--- config.mk ---
export PLATFORM = sky130hd
export DESIGN_NAME = window_stack_and_focus_manager
export DESIGN_NICKNAME = d
export VERILOG_FILES = /design/src/rtl/wsfm_pkg.sv /design/src/rtl/wsfm_cell.sv /design/src/rtl/wsfm_ctrl.sv /design/src/rtl/window_stack_and_focus_manager.sv
export SDC_FILE = /design/constraint.sdc
export NUM_CORES = 2
export LEC_CHECK = 0
export BUFFER_PORTS_ARGS = -buffer_cell sky130_fd_sc_hd__buf_2
export CORE_UTILIZATION = 25
export CTS_CLUSTER_DIAMETER = 40
export CTS_CLUSTER_SIZE = 16
export DETAILED_ROUTE_END_ITERATION = 10
export SLEW_MARGIN = 20
export SYNTH_ARGS = -nofsm -noshare
export SYNTH_HDL_FRONTEND = slang
export SYNTH_HIERARCHICAL = 1
export SYNTH_SLANG_ARGS = --single-unit
--- constraint.sdc ---
create_clock -name clk -period 7.4 [get_ports clk]
set_clock_uncertainty 0.2 [all_clocks]
set_input_delay 0.74 -clock clk [delete_from_list [all_inputs] [get_ports clk]]
set_output_delay 0.74 -clock clk [all_outputs]
set_load 0.05 [all_outputs]
--- src/rtl/wsfm_pkg.sv ---
// Shared types, codes and limits for the window stack and focus manager.
package wsfm_pkg;

    // Slot count limits and the widest slot index the cell update carries
    localparam int SLOTS_DEF = 16;
    localparam int SLOTS_MAX = 64;
    localparam int IDX_W_MAX = $clog2(SLOTS_MAX);

    // Command kinds
    localparam logic [2:0] KIND_CREATE  = 3'd0;
    localparam logic [2:0] KIND_DESTROY = 3'd1;
    localparam logic [2:0] KIND_RAISE   = 3'd2;
    localparam logic [2:0] KIND_FOCUS   = 3'd3;
    localparam logic [2:0] KIND_LOOKUP  = 3'd4;

    // Result event codes
    localparam logic [1:0] EV_DONE   = 2'd0;
    localparam logic [1:0] EV_FAIL   = 2'd1;
    localparam logic [1:0] EV_LOST   = 2'd2;
    localparam logic [1:0] EV_GAINED = 2'd3;

    typedef struct packed {
        logic [2:0]  kind;
        logic [31:0] window_id;
    } cmd_t;

    typedef struct packed {
        logic [1:0]  event_res;
        logic [31:0] window_id_res;
        logic [3:0]  slot;
        logic [4:0]  stack_depth;
        logic        last;
    } res_t;

    // Parallel update broadcast to every cell of the ring
    typedef struct packed {
        logic                 en;
        logic                 ident_we;
        logic                 height_we;
        logic                 dec_en;
        logic [IDX_W_MAX-1:0] slot;
        logic [IDX_W_MAX-1:0] height;
        logic [IDX_W_MAX-1:0] dec_above;
        logic [31:0]          ident;
    } cell_upd_t;

endpackage

--- src/rtl/wsfm_cell.sv ---
// One slot cell of the rotating ring: window id and stacking height.
module wsfm_cell
    import wsfm_pkg::*;
#(
    parameter int SLOTS    = SLOTS_DEF,
    parameter int CELL_IDX = 0
)
(
    input  logic                       clk,
    input  logic                       rst_n,
    input  logic                       shift,
    input  cell_upd_t                  upd,
    input  logic [31:0]                nb_ident,
    input  logic [$clog2(SLOTS)-1:0]   nb_height,
    output logic [31:0]                ident,
    output logic [$clog2(SLOTS)-1:0]   height
);

    localparam int HW = $clog2(SLOTS);

    logic [31:0]          ident_reg;
    logic [31:0]          ident_next;
    logic [HW-1:0]        height_reg;
    logic [HW-1:0]        height_next;
    logic [IDX_W_MAX-1:0] height_ext;
    logic                 self_hit;

    assign height_ext = IDX_W_MAX'(height_reg);
    assign self_hit   = (upd.slot == IDX_W_MAX'(CELL_IDX));

    // Take the neighbor's entry while rotating, else apply the broadcast update
    always_comb
    begin
        ident_next  = ident_reg;
        height_next = height_reg;
        if (shift)
        begin
            ident_next  = nb_ident;
            height_next = nb_height;
        end
        else if (upd.en)
        begin
            if (self_hit)
            begin
                if (upd.ident_we)
                begin
                    ident_next = upd.ident;
                end
                if (upd.height_we)
                begin
                    height_next = upd.height[HW-1:0];
                end
            end
            else if (upd.dec_en && (ident_reg != 32'd0) && (height_ext > upd.dec_above))
            begin
                height_next = height_reg - HW'(1);
            end
        end
    end

    // Hold the window id; zero marks a free slot
    always_ff @(posedge clk or negedge rst_n)
    begin
        if (!rst_n)
        begin
            ident_reg <= '0;
        end
        else
        begin
            ident_reg <= ident_next;
        end
    end

    // Hold the stacking height; meaningful only while the slot is in use
    always_ff @(posedge clk)
    begin
        height_reg <= height_next;
    end

    assign ident  = ident_reg;
    assign height = height_reg;

endmodule

--- src/rtl/wsfm_ctrl.sv ---
// Head controller: scans the ring, decides the operation and emits results.
module wsfm_ctrl
    import wsfm_pkg::*;
#(
    parameter int SLOTS = SLOTS_DEF
)
(
    input  logic                       clk,
    input  logic                       rst_n,
    input  logic                       start,
    input  cmd_t                       cmd,
    output logic                       busy,
    output res_t                       result,
    output logic                       result_strobe,
    output logic                       shift,
    output cell_upd_t                  upd,
    input  logic [31:0]                head_ident,
    input  logic [$clog2(SLOTS)-1:0]   head_height
);

    localparam int SW = $clog2(SLOTS);
    localparam int CW = $clog2(SLOTS + 1);

    localparam logic [1:0] ST_IDLE = 2'd0;
    localparam logic [1:0] ST_SCAN = 2'd1;
    localparam logic [1:0] ST_EVAL = 2'd2;
    localparam logic [1:0] ST_EMIT = 2'd3;

    function automatic logic [3:0] slot4(input logic [SW-1:0] s);
        logic [SW+3:0] e;
        e = {4'b0000, s};
        return e[3:0];
    endfunction

    function automatic res_t mk_item(input logic [1:0] ev, input logic [31:0] id,
                                     input logic [SW-1:0] s, input logic [CW-1:0] depth,
                                     input logic is_last);
        res_t r;
        logic [CW+4:0] d;
        d               = {5'b00000, depth};
        r.event_res     = ev;
        r.window_id_res = id;
        r.slot          = slot4(s);
        r.stack_depth   = d[4:0];
        r.last          = is_last;
        return r;
    endfunction

    // Control state
    logic [1:0]    state_reg, state_next;
    logic [SW-1:0] step_reg, step_next;
    logic [CW-1:0] count_reg, count_next;
    logic          focus_valid_reg, focus_valid_next;
    logic [SW-1:0] focus_slot_reg, focus_slot_next;
    logic [31:0]   focus_id_reg, focus_id_next;
    logic [31:0]   next_id_reg, next_id_next;
    logic [1:0]    nitems_reg, nitems_next;
    logic          found_free_reg, found_free_next;
    logic          found_match_reg, found_match_next;

    // Transaction payload and scan captures
    logic [2:0]    kind_reg, kind_next;
    logic [31:0]   id_reg, id_next;
    logic [SW-1:0] free_slot_reg, free_slot_next;
    logic [SW-1:0] match_slot_reg, match_slot_next;
    logic [SW-1:0] match_h_reg, match_h_next;
    logic [SW-1:0] top_slot_reg, top_slot_next;
    logic [31:0]   top_id_reg, top_id_next;
    logic [SW-1:0] sec_slot_reg, sec_slot_next;
    logic [31:0]   sec_id_reg, sec_id_next;
    res_t          item_reg [3];
    res_t          item_next [3];

    // Evaluation terms
    logic          head_occ;
    logic [CW-1:0] head_h_ext;
    logic          lost_en;
    logic          gain_en;
    logic [31:0]   gain_id;
    logic [SW-1:0] gain_slot;
    logic [1:0]    fin_ev;
    logic [31:0]   fin_id;
    logic [SW-1:0] fin_slot;
    logic [CW-1:0] depth_new;
    logic [31:0]   id_inc;
    res_t          lost_item, gain_item, fin_item;

    assign head_occ   = (head_ident != 32'd0);
    assign head_h_ext = CW'(head_height);
    assign id_inc     = next_id_reg + 32'd1;

    // Decide the operation from the scan captures
    always_comb
    begin
        lost_en          = 1'b0;
        gain_en          = 1'b0;
        gain_id          = '0;
        gain_slot        = '0;
        fin_ev           = EV_FAIL;
        fin_id           = id_reg;
        fin_slot         = '0;
        depth_new        = count_reg;
        count_next       = count_reg;
        focus_valid_next = focus_valid_reg;
        focus_slot_next  = focus_slot_reg;
        focus_id_next    = focus_id_reg;
        next_id_next     = next_id_reg;
        upd              = '0;
        case (kind_reg)
            KIND_CREATE:
            begin
                fin_id = '0;
                if (found_free_reg)
                begin
                    upd.ident_we  = 1'b1;
                    upd.height_we = 1'b1;
                    upd.slot      = IDX_W_MAX'(free_slot_reg);
                    upd.ident     = next_id_reg;
                    upd.height    = IDX_W_MAX'(count_reg);
                    upd.en        = (state_reg == ST_EVAL);
                    depth_new     = count_reg + CW'(1);
                    count_next    = depth_new;
                    next_id_next  = (id_inc == 32'd0) ? 32'd1 : id_inc;
                    lost_en       = focus_valid_reg;
                    gain_en       = 1'b1;
                    gain_id       = next_id_reg;
                    gain_slot     = free_slot_reg;
                    fin_ev        = EV_DONE;
                    fin_id        = next_id_reg;
                    fin_slot      = free_slot_reg;
                    focus_valid_next = 1'b1;
                    focus_slot_next  = free_slot_reg;
                    focus_id_next    = next_id_reg;
                end
            end
            KIND_DESTROY:
            begin
                if (found_match_reg)
                begin
                    upd.ident_we  = 1'b1;
                    upd.dec_en    = 1'b1;
                    upd.slot      = IDX_W_MAX'(match_slot_reg);
                    upd.dec_above = IDX_W_MAX'(match_h_reg);
                    upd.en        = (state_reg == ST_EVAL);
                    depth_new     = count_reg - CW'(1);
                    count_next    = depth_new;
                    fin_ev        = EV_DONE;
                    fin_slot      = match_slot_reg;
                    if (focus_valid_reg && (focus_slot_reg == match_slot_reg))
                    begin
                        if (depth_new != '0)
                        begin
                            gain_en = 1'b1;
                            if (CW'(match_h_reg) == count_reg - CW'(1))
                            begin
                                gain_id   = sec_id_reg;
                                gain_slot = sec_slot_reg;
                            end
                            else
                            begin
                                gain_id   = top_id_reg;
                                gain_slot = top_slot_reg;
                            end
                            focus_slot_next = gain_slot;
                            focus_id_next   = gain_id;
                        end
                        else
                        begin
                            focus_valid_next = 1'b0;
                            focus_slot_next  = '0;
                        end
                    end
                end
            end
            KIND_RAISE:
            begin
                if (found_match_reg)
                begin
                    upd.height_we = 1'b1;
                    upd.dec_en    = 1'b1;
                    upd.slot      = IDX_W_MAX'(match_slot_reg);
                    upd.height    = IDX_W_MAX'(count_reg - CW'(1));
                    upd.dec_above = IDX_W_MAX'(match_h_reg);
                    upd.en        = (state_reg == ST_EVAL);
                    fin_ev        = EV_DONE;
                    fin_slot      = match_slot_reg;
                end
            end
            KIND_FOCUS:
            begin
                if (id_reg == 32'd0)
                begin
                    lost_en          = focus_valid_reg;
                    focus_valid_next = 1'b0;
                    focus_slot_next  = '0;
                    fin_ev           = EV_DONE;
                end
                else if (found_match_reg)
                begin
                    lost_en          = focus_valid_reg && (focus_slot_reg != match_slot_reg);
                    gain_en          = 1'b1;
                    gain_id          = id_reg;
                    gain_slot        = match_slot_reg;
                    focus_valid_next = 1'b1;
                    focus_slot_next  = match_slot_reg;
                    focus_id_next    = id_reg;
                    fin_ev           = EV_DONE;
                    fin_slot         = match_slot_reg;
                end
            end
            KIND_LOOKUP:
            begin
                if (found_match_reg)
                begin
                    fin_ev   = EV_DONE;
                    fin_slot = match_slot_reg;
                end
            end
            default:
            begin
                fin_ev = EV_FAIL;
            end
        endcase
    end

    // Assemble result items in order: lost, gained, final
    always_comb
    begin
        lost_item = mk_item(EV_LOST, focus_id_reg, focus_slot_reg, depth_new, 1'b0);
        gain_item = mk_item(EV_GAINED, gain_id, gain_slot, depth_new, 1'b0);
        fin_item  = mk_item(fin_ev, fin_id, fin_slot, depth_new, 1'b1);
        item_next[0] = item_reg[1];
        item_next[1] = item_reg[2];
        item_next[2] = item_reg[2];
        if (state_reg == ST_EVAL)
        begin
            item_next[1] = fin_item;
            item_next[2] = fin_item;
            case ({lost_en, gain_en})
                2'b00:
                begin
                    item_next[0] = fin_item;
                end
                2'b01:
                begin
                    item_next[0] = gain_item;
                end
                2'b10:
                begin
                    item_next[0] = lost_item;
                end
                default:
                begin
                    item_next[0] = lost_item;
                    item_next[1] = gain_item;
                end
            endcase
        end
    end

    // Sequence accept, scan, evaluate and emit
    always_comb
    begin
        state_next       = state_reg;
        step_next        = step_reg;
        nitems_next      = nitems_reg;
        found_free_next  = found_free_reg;
        found_match_next = found_match_reg;
        kind_next        = kind_reg;
        id_next          = id_reg;
        free_slot_next   = free_slot_reg;
        match_slot_next  = match_slot_reg;
        match_h_next     = match_h_reg;
        top_slot_next    = top_slot_reg;
        top_id_next      = top_id_reg;
        sec_slot_next    = sec_slot_reg;
        sec_id_next      = sec_id_reg;
        unique case (state_reg)
            ST_IDLE:
            begin
                if (start)
                begin
                    kind_next        = cmd.kind;
                    id_next          = cmd.window_id;
                    step_next        = '0;
                    found_free_next  = 1'b0;
                    found_match_next = 1'b0;
                    state_next       = ST_SCAN;
                end
            end
            ST_SCAN:
            begin
                if (!found_free_reg && !head_occ)
                begin
                    found_free_next = 1'b1;
                    free_slot_next  = step_reg;
                end
                if (!found_match_reg && (id_reg != 32'd0) && (head_ident == id_reg))
                begin
                    found_match_next = 1'b1;
                    match_slot_next  = step_reg;
                    match_h_next     = head_height;
                end
                if (head_occ && (head_h_ext == count_reg - CW'(1)))
                begin
                    top_slot_next = step_reg;
                    top_id_next   = head_ident;
                end
                if (head_occ && (head_h_ext == count_reg - CW'(2)))
                begin
                    sec_slot_next = step_reg;
                    sec_id_next   = head_ident;
                end
                step_next = step_reg + SW'(1);
                if (step_reg == SW'(SLOTS - 1))
                begin
                    state_next = ST_EVAL;
                end
            end
            ST_EVAL:
            begin
                nitems_next = 2'd1 + {1'b0, lost_en} + {1'b0, gain_en};
                state_next  = ST_EMIT;
            end
            ST_EMIT:
            begin
                nitems_next = nitems_reg - 2'd1;
                if (nitems_reg == 2'd1)
                begin
                    state_next = ST_IDLE;
                end
            end
            default:
            begin
                state_next = ST_IDLE;
            end
        endcase
    end

    // Hold control state
    always_ff @(posedge clk or negedge rst_n)
    begin
        if (!rst_n)
        begin
            state_reg       <= ST_IDLE;
            step_reg        <= '0;
            nitems_reg      <= '0;
            found_free_reg  <= 1'b0;
            found_match_reg <= 1'b0;
            count_reg       <= '0;
            focus_valid_reg <= 1'b0;
            focus_slot_reg  <= '0;
            focus_id_reg    <= '0;
            next_id_reg     <= 32'd1;
        end
        else
        begin
            state_reg       <= state_next;
            step_reg        <= step_next;
            nitems_reg      <= nitems_next;
            found_free_reg  <= found_free_next;
            found_match_reg <= found_match_next;
            if (state_reg == ST_EVAL)
            begin
                count_reg       <= count_next;
                focus_valid_reg <= focus_valid_next;
                focus_slot_reg  <= focus_slot_next;
                focus_id_reg    <= focus_id_next;
                next_id_reg     <= next_id_next;
            end
        end
    end

    // Hold transaction payload, scan captures and pending results
    always_ff @(posedge clk)
    begin
        kind_reg       <= kind_next;
        id_reg         <= id_next;
        free_slot_reg  <= free_slot_next;
        match_slot_reg <= match_slot_next;
        match_h_reg    <= match_h_next;
        top_slot_reg   <= top_slot_next;
        top_id_reg     <= top_id_next;
        sec_slot_reg   <= sec_slot_next;
        sec_id_reg     <= sec_id_next;
        item_reg[0]    <= item_next[0];
        item_reg[1]    <= item_next[1];
        item_reg[2]    <= item_next[2];
    end

    assign busy          = (state_reg != ST_IDLE);
    assign shift         = (state_reg == ST_SCAN);
    assign result        = item_reg[0];
    assign result_strobe = (state_reg == ST_EMIT);

endmodule

--- src/rtl/window_stack_and_focus_manager.sv ---
// Top level: ring of slot cells around the head controller.
//
//  channel   | handshake                    | payload
//  ----------+------------------------------+---------------------
//  command   | start, busy (take: start&!busy) | cmd    (cmd_t)
//  result    | result_strobe, one cycle each | result (res_t)
//
// One command runs from acceptance to the next acceptance through a ring
// scan, one update and its results, n being its 1 to 3 results.
// The order is set by the ring: every slot rotates once past the head
// cell, one slot per cycle, then one update is applied to all cells.
// Reset frees every slot, clears focus and restarts ids at one.
// Results cannot be held off; busy stays high until the last one is out.
module window_stack_and_focus_manager
    import wsfm_pkg::*;
#(
    parameter int SLOTS = SLOTS_DEF
)
(
    input  logic clk,
    input  logic rst_n,
    input  logic start,
    input  cmd_t cmd,
    output logic busy,
    output res_t result,
    output logic result_strobe
);

    localparam int SW = $clog2(SLOTS);

    logic          shift;
    cell_upd_t     upd;
    logic [31:0]   ident_w  [SLOTS];
    logic [SW-1:0] height_w [SLOTS];

    // Build the ring: each cell takes its upper neighbor, the last wraps to the head
    for (genvar i = 0; i < SLOTS; i++)
    begin : g_cell
        wsfm_cell #(
            .SLOTS    (SLOTS),
            .CELL_IDX (i)
        ) u_cell (
            .clk       (clk),
            .rst_n     (rst_n),
            .shift     (shift),
            .upd       (upd),
            .nb_ident  (ident_w[(i + 1) % SLOTS]),
            .nb_height (height_w[(i + 1) % SLOTS]),
            .ident     (ident_w[i]),
            .height    (height_w[i])
        );
    end

    // Drive scan, decision and results from the head cell
    wsfm_ctrl #(
        .SLOTS (SLOTS)
    ) u_ctrl (
        .clk           (clk),
        .rst_n         (rst_n),
        .start         (start),
        .cmd           (cmd),
        .busy          (busy),
        .result        (result),
        .result_strobe (result_strobe),
        .shift         (shift),
        .upd           (upd),
        .head_ident    (ident_w[0]),
        .head_height   (height_w[0])
    );

    // Results only appear inside a busy transaction
    a_strobe_busy: assert property (@(posedge clk) disable iff (!rst_n)
        result_strobe |-> busy)
        else $error("result strobe outside a transaction");

    // An accepted command makes the block busy
    a_accept_busy: assert property (@(posedge clk) disable iff (!rst_n)
        (start && !busy) |=> busy)
        else $error("accepted command did not start work");

    // The last result frees the block
    a_last_idle: assert property (@(posedge clk) disable iff (!rst_n)
        (result_strobe && result.last) |=> !busy)
        else $error("block still busy after last result");

    // A result that is not the last is followed at once by another
    a_burst: assert property (@(posedge clk) disable iff (!rst_n)
        (result_strobe && !result.last) |=> result_strobe)
        else $error("result burst broken before last item");

    // No cell update while the ring rotates
    a_no_upd_shift: assert property (@(posedge clk) disable iff (!rst_n)
        shift |-> !upd.en)
        else $error("cell update during rotation");

endmodule
# Yosys cells after proc, flatten, opt, wreduce, memory -nomap -nowiden
# Memory sizes are Yosys's and may differ from the RTL's.
# Index checks and enable logic that the tools add are counted.
# word_totals
wordCells	506
ff_bits	779
inputBits	38
mem_count	1
output_inout_bits	46
ram_bits	132
# classes
n_eq_ne	61
n_reduce_logical	151
add_sub_neg	25
magnitude_cmp	16
n_mux	201
# mem_list
name	depth	word_bits	read_ports	rd_ports_with_merged_regs	write_ports	line_no	rtl
u_ctrl.item_reg	3	44	3	0	3	wsfm_ctrl.sv:71	res_t item_reg [3];
# ops
op	n
2-to-1 mux 32 bit	65
nonzero test 32 bit	17
2-to-1 mux 4 bit	79
case mux 32 bit (3 select lines)	2
2-to-1 mux 132 bit	1
AND reduction 3 bit	36
greater-than comparator 4 x 6 -> 1 bit	16
case mux 44 bit (2 select lines)	1
zero test 32 bit	2
subtractor 4 x 1 -> 4 bit, second input constant	16
nonzero test 3 bit	17
equality test 6 x 4 -> 1 bit, second input constant	8
!= test 3 bit, second input constant	15
2-to-1 mux 44 bit	1
nonzero test 2 bit	21
logical AND 1 bit	39
case mux 4 bit (3 select lines)	3
adder 32 x 1 -> 32 bit, second input constant	1
equality test 32 bit	1
equality test 6 x 3 -> 1 bit, second input constant	4
2-to-1 mux 1 bit	22
2-to-1 mux 20 bit	1
!= test 2 x 1 -> 1 bit, second input constant	9
case mux 6 bit (3 select lines)	1
44 further kinds	76

# Longest topological paths before layout
# logic_depth
depth_word	10
depth_mapped	17
depth_no_buf	13

# Hierarchy
# The synthesis kept the hierarchy.
# modules_own_cells
mod	area_per_inst_um2	cells_each	n_inst	seq_area_each_um2
wsfm_ctrl	16502.1	1482	1	8499.4
wsfm_cell at g_cell[10].u_cell ...	1979.4	193	5	920.9
wsfm_cell at g_cell[1].u_cell ...	1939.4	193	4	920.9
wsfm_cell at g_cell[13].u_cell ...	1974.4	193	2	920.9
wsfm_cell at g_cell[11].u_cell ...	1940.6	196	2	920.9
wsfm_cell at g_cell[15].u_cell	1976.9	197	1	920.9
wsfm_cell at g_cell[3].u_cell	1961.9	193	1	920.9
wsfm_cell at g_cell[0].u_cell	1936.9	193	1	920.9

# Worst setup path after synthesis
# OpenSTA, ideal clock, no wires.
# synth_path
path_type	register to register
from	reg u_ctrl.state_reg[0]
to	reg g_cell[3].u_cell.height_reg[0] (enable)
setup_time_ps	382
synth_period_minus_slack_ps	6553
path_buffers	2
setup_slack_ps	847
required_ps	6818
path_stages_with_launch	10
arrival_ps	5971
cell_sequence	dfrtp_1 > inv_1 > ha_1 > clkbuf_1 > inv_2 > clkbuf_1 > a31oi_1 > and2_1 > o211ai_1 > o311ai_0
# synth_rtl
item	line_no	rtl
start: declaration	wsfm_ctrl.sv:50	logic [1:0] state_reg, state_next;
start signal: assignment	wsfm_ctrl.sv:358	state_reg <= state_next;
end signal: assignment	wsfm_cell.sv:77	height_reg <= height_next;
end: declaration	wsfm_cell.sv:23	logic [HW-1:0] height_reg;

==> results.cfg <==
[worst_setup_path]
critical_path.max_fanout = 24
cpMaxStageDelayCell = nand2_1
required_ns = 7.55
worstSetupEndpointType = register
cp-start-kind = register
critPathKind = register to register
cp_top_family = simple AND/OR/NAND/NOR gates
path_buf_inv = 1
cp.arrival_ns = 5.75
critPathMaxStageDelay_ns = 0.86
crit_chain = nor2b_1 > nand2_1 > nand2_1 > and2_1 > inv_1 > ha_1 > a21oi_1 > o32a_1 > o311ai_0
crit_top_cell = nand2_1

[timing]
hold_slack_ns = 0.0359
hold_viol = 0
slew_headroom_pct = 22.5
fin_crit_sh_pct = 75.6
fmax_ghz = 0.179
setup_ws_ns = 1.80
period_needed_ns = 5.60
setup_viol = 0
rsz0062_at_grt = no
maxSlewViolCount = 0
worst_pin_slew_ns = 1.16
tns_ns = 0

[clocking]
clk_pin_slew_worst_paths_ns = 0.05
cts_buffer_depth = 3
cts-root-buf = clkbuf_16
clock-sinks = 899
post-cts-setup-buffer-count = 0
cts_hold_buf = 18
worstSkewPairLatency_ns = 0.75
h-tree-depth = 4
cts_resized = 0
numCtsBuffers = 139
cts_tree = built

[finish]
nets = 4716
design_area_um2 = 55800
antenna_cells = 0
multi_input_area_um2 = 22600
fillers = 19500
drive_above_1_share_pct = 13.6
finalNonFillerCells = 7206
area_growth_pct = 16.6
utilization_pct = 29.3
largest_reg_flops = 512
seq_area_um2 = 23200

[grt]
grt_pass1_vias = 34600
grt_max_degree = 179
grt_first_pass_wirelength_mm = 217
grt.overflow.total = 0
antenna_found_initial = 3
grt_usage_pct = 14.3

[die]
coreArea_um2 = 190000
die_area_um2 = 193000
die_x_um = 439
num_rows = 160
die_y_um = 439
start_util_pct = 25.2
io_pins = 84

[drt]
viasPerCell = 4.92
first_pass_iters = 5
detail-route-antenna-nets = 0
drc = 0
num_vias = 35500
drt_iter0_drc = 3038
wirelength_mm = 141
avgRoutedWirePerCell_um = 19.6

[synth]
yosysWarnings = 6
syn_avg_cell_area_um2 = 10.5
netlist_instances = 4577
syn_area_um2 = 47800

[power]
total_leakage_power_nw = 22.3
powerDensity_nw_per_um2 = 344
power_mw = 19.2
vdd_drop_max_v = 0.000297

[flow_run]
drv_cap = 0

[placed_design]
hpwlAfterDp_mm = 93.6
gp_congestion = 0.869
pre_cts_ws_ns = 1.94
post_dp_cell_area_um2 = 50700
port_buffers = 83
placedCellCount = 6929

[status]
status = finished clean

[min_path]
hold_class = primary input to register
[layout make-up]
type / count / share of cell area (%)
Clock buffer: 162 / 6.70
Clock inverter: 96 / 2.03
Inverter: 137 / 0.922
Multi-Input combinational cell: 3205 / 40.4
Sequential cell: 899 / 41.7
Tap cell: 2511 / 5.63
Timing Repair Buffer: 196 / 2.62
[layer usage]
layer | global-route usage [%] | up-vias | wire (µm)
li1 | - | 16700 | -
met1 | 20.3 | 17300 | 65300
met2 | 21.7 | 1229 | 61400
met3 | 2.45 | 220 | 9410
met4 | 5.30 | 6 | 4780
met5 | 0 | - | 42
[worst reg2reg max path: stages (launching register included)]
cell and delay, ns:
edfxtp_1 0.78, nor2b_1 0.57, nand2_1 0.41, nand2_1 0.86, and2_1 0.83, inv_1 0.12, ha_1 0.33, a21oi_1 0.06
o32a_1 0.28, o311ai_0 0.78
[power breakdown]
group | switching (mW) | leakage (nW) | internal, mW
Sequential | 0.575 | 11.2 | 5.95
Clock | 2.59 | 2.35 | 4.17
Combinational | 3.80 | 8.75 | 2.09
Total | 6.97 | 22.3 | 12.2
[path summary, 6_finish.rpt]
path	from	to	slack, ns	cells after the start
max	u_ctrl/kind_reg[0]$_DFFE_PP_	g_cell[3].u_cell/height[2]$_DFFE_PP_	1.80	9
min	cmd[9]	u_ctrl/id_reg[9]$_DFFE_PP_	0.04	1
max reg2reg	u_ctrl/kind_reg[0]$_DFFE_PP_	g_cell[3].u_cell/height[2]$_DFFE_PP_	1.80	9
min reg2reg	u_ctrl/item_reg[0][87]$_SDFF_PN0_	u_ctrl/item_reg[0][43]$_DFF_P_	0.25	2
max in group asynchronous	rst_n	u_ctrl/focus_id_reg[26]$_DFFE_PN0P_	4.97	4
min in group asynchronous	rst_n	g_cell[9].u_cell/ident[9]$_DFFE_PN0P_	0.55	2
[layout by cell type, fill, tap and decap left out, drive strengths merged, types with 78 or more instances in the layout]
master	n
ha	100
nor2	163
inv	167
clkbuf	162
dfrtp	595
edfxtp	225
nand2	660
mux2	113
mux2i	597
nor4	169
dfxtp	78
xor2	79
buf	178
o21ai	616
(Power assumes the default switching activity.)
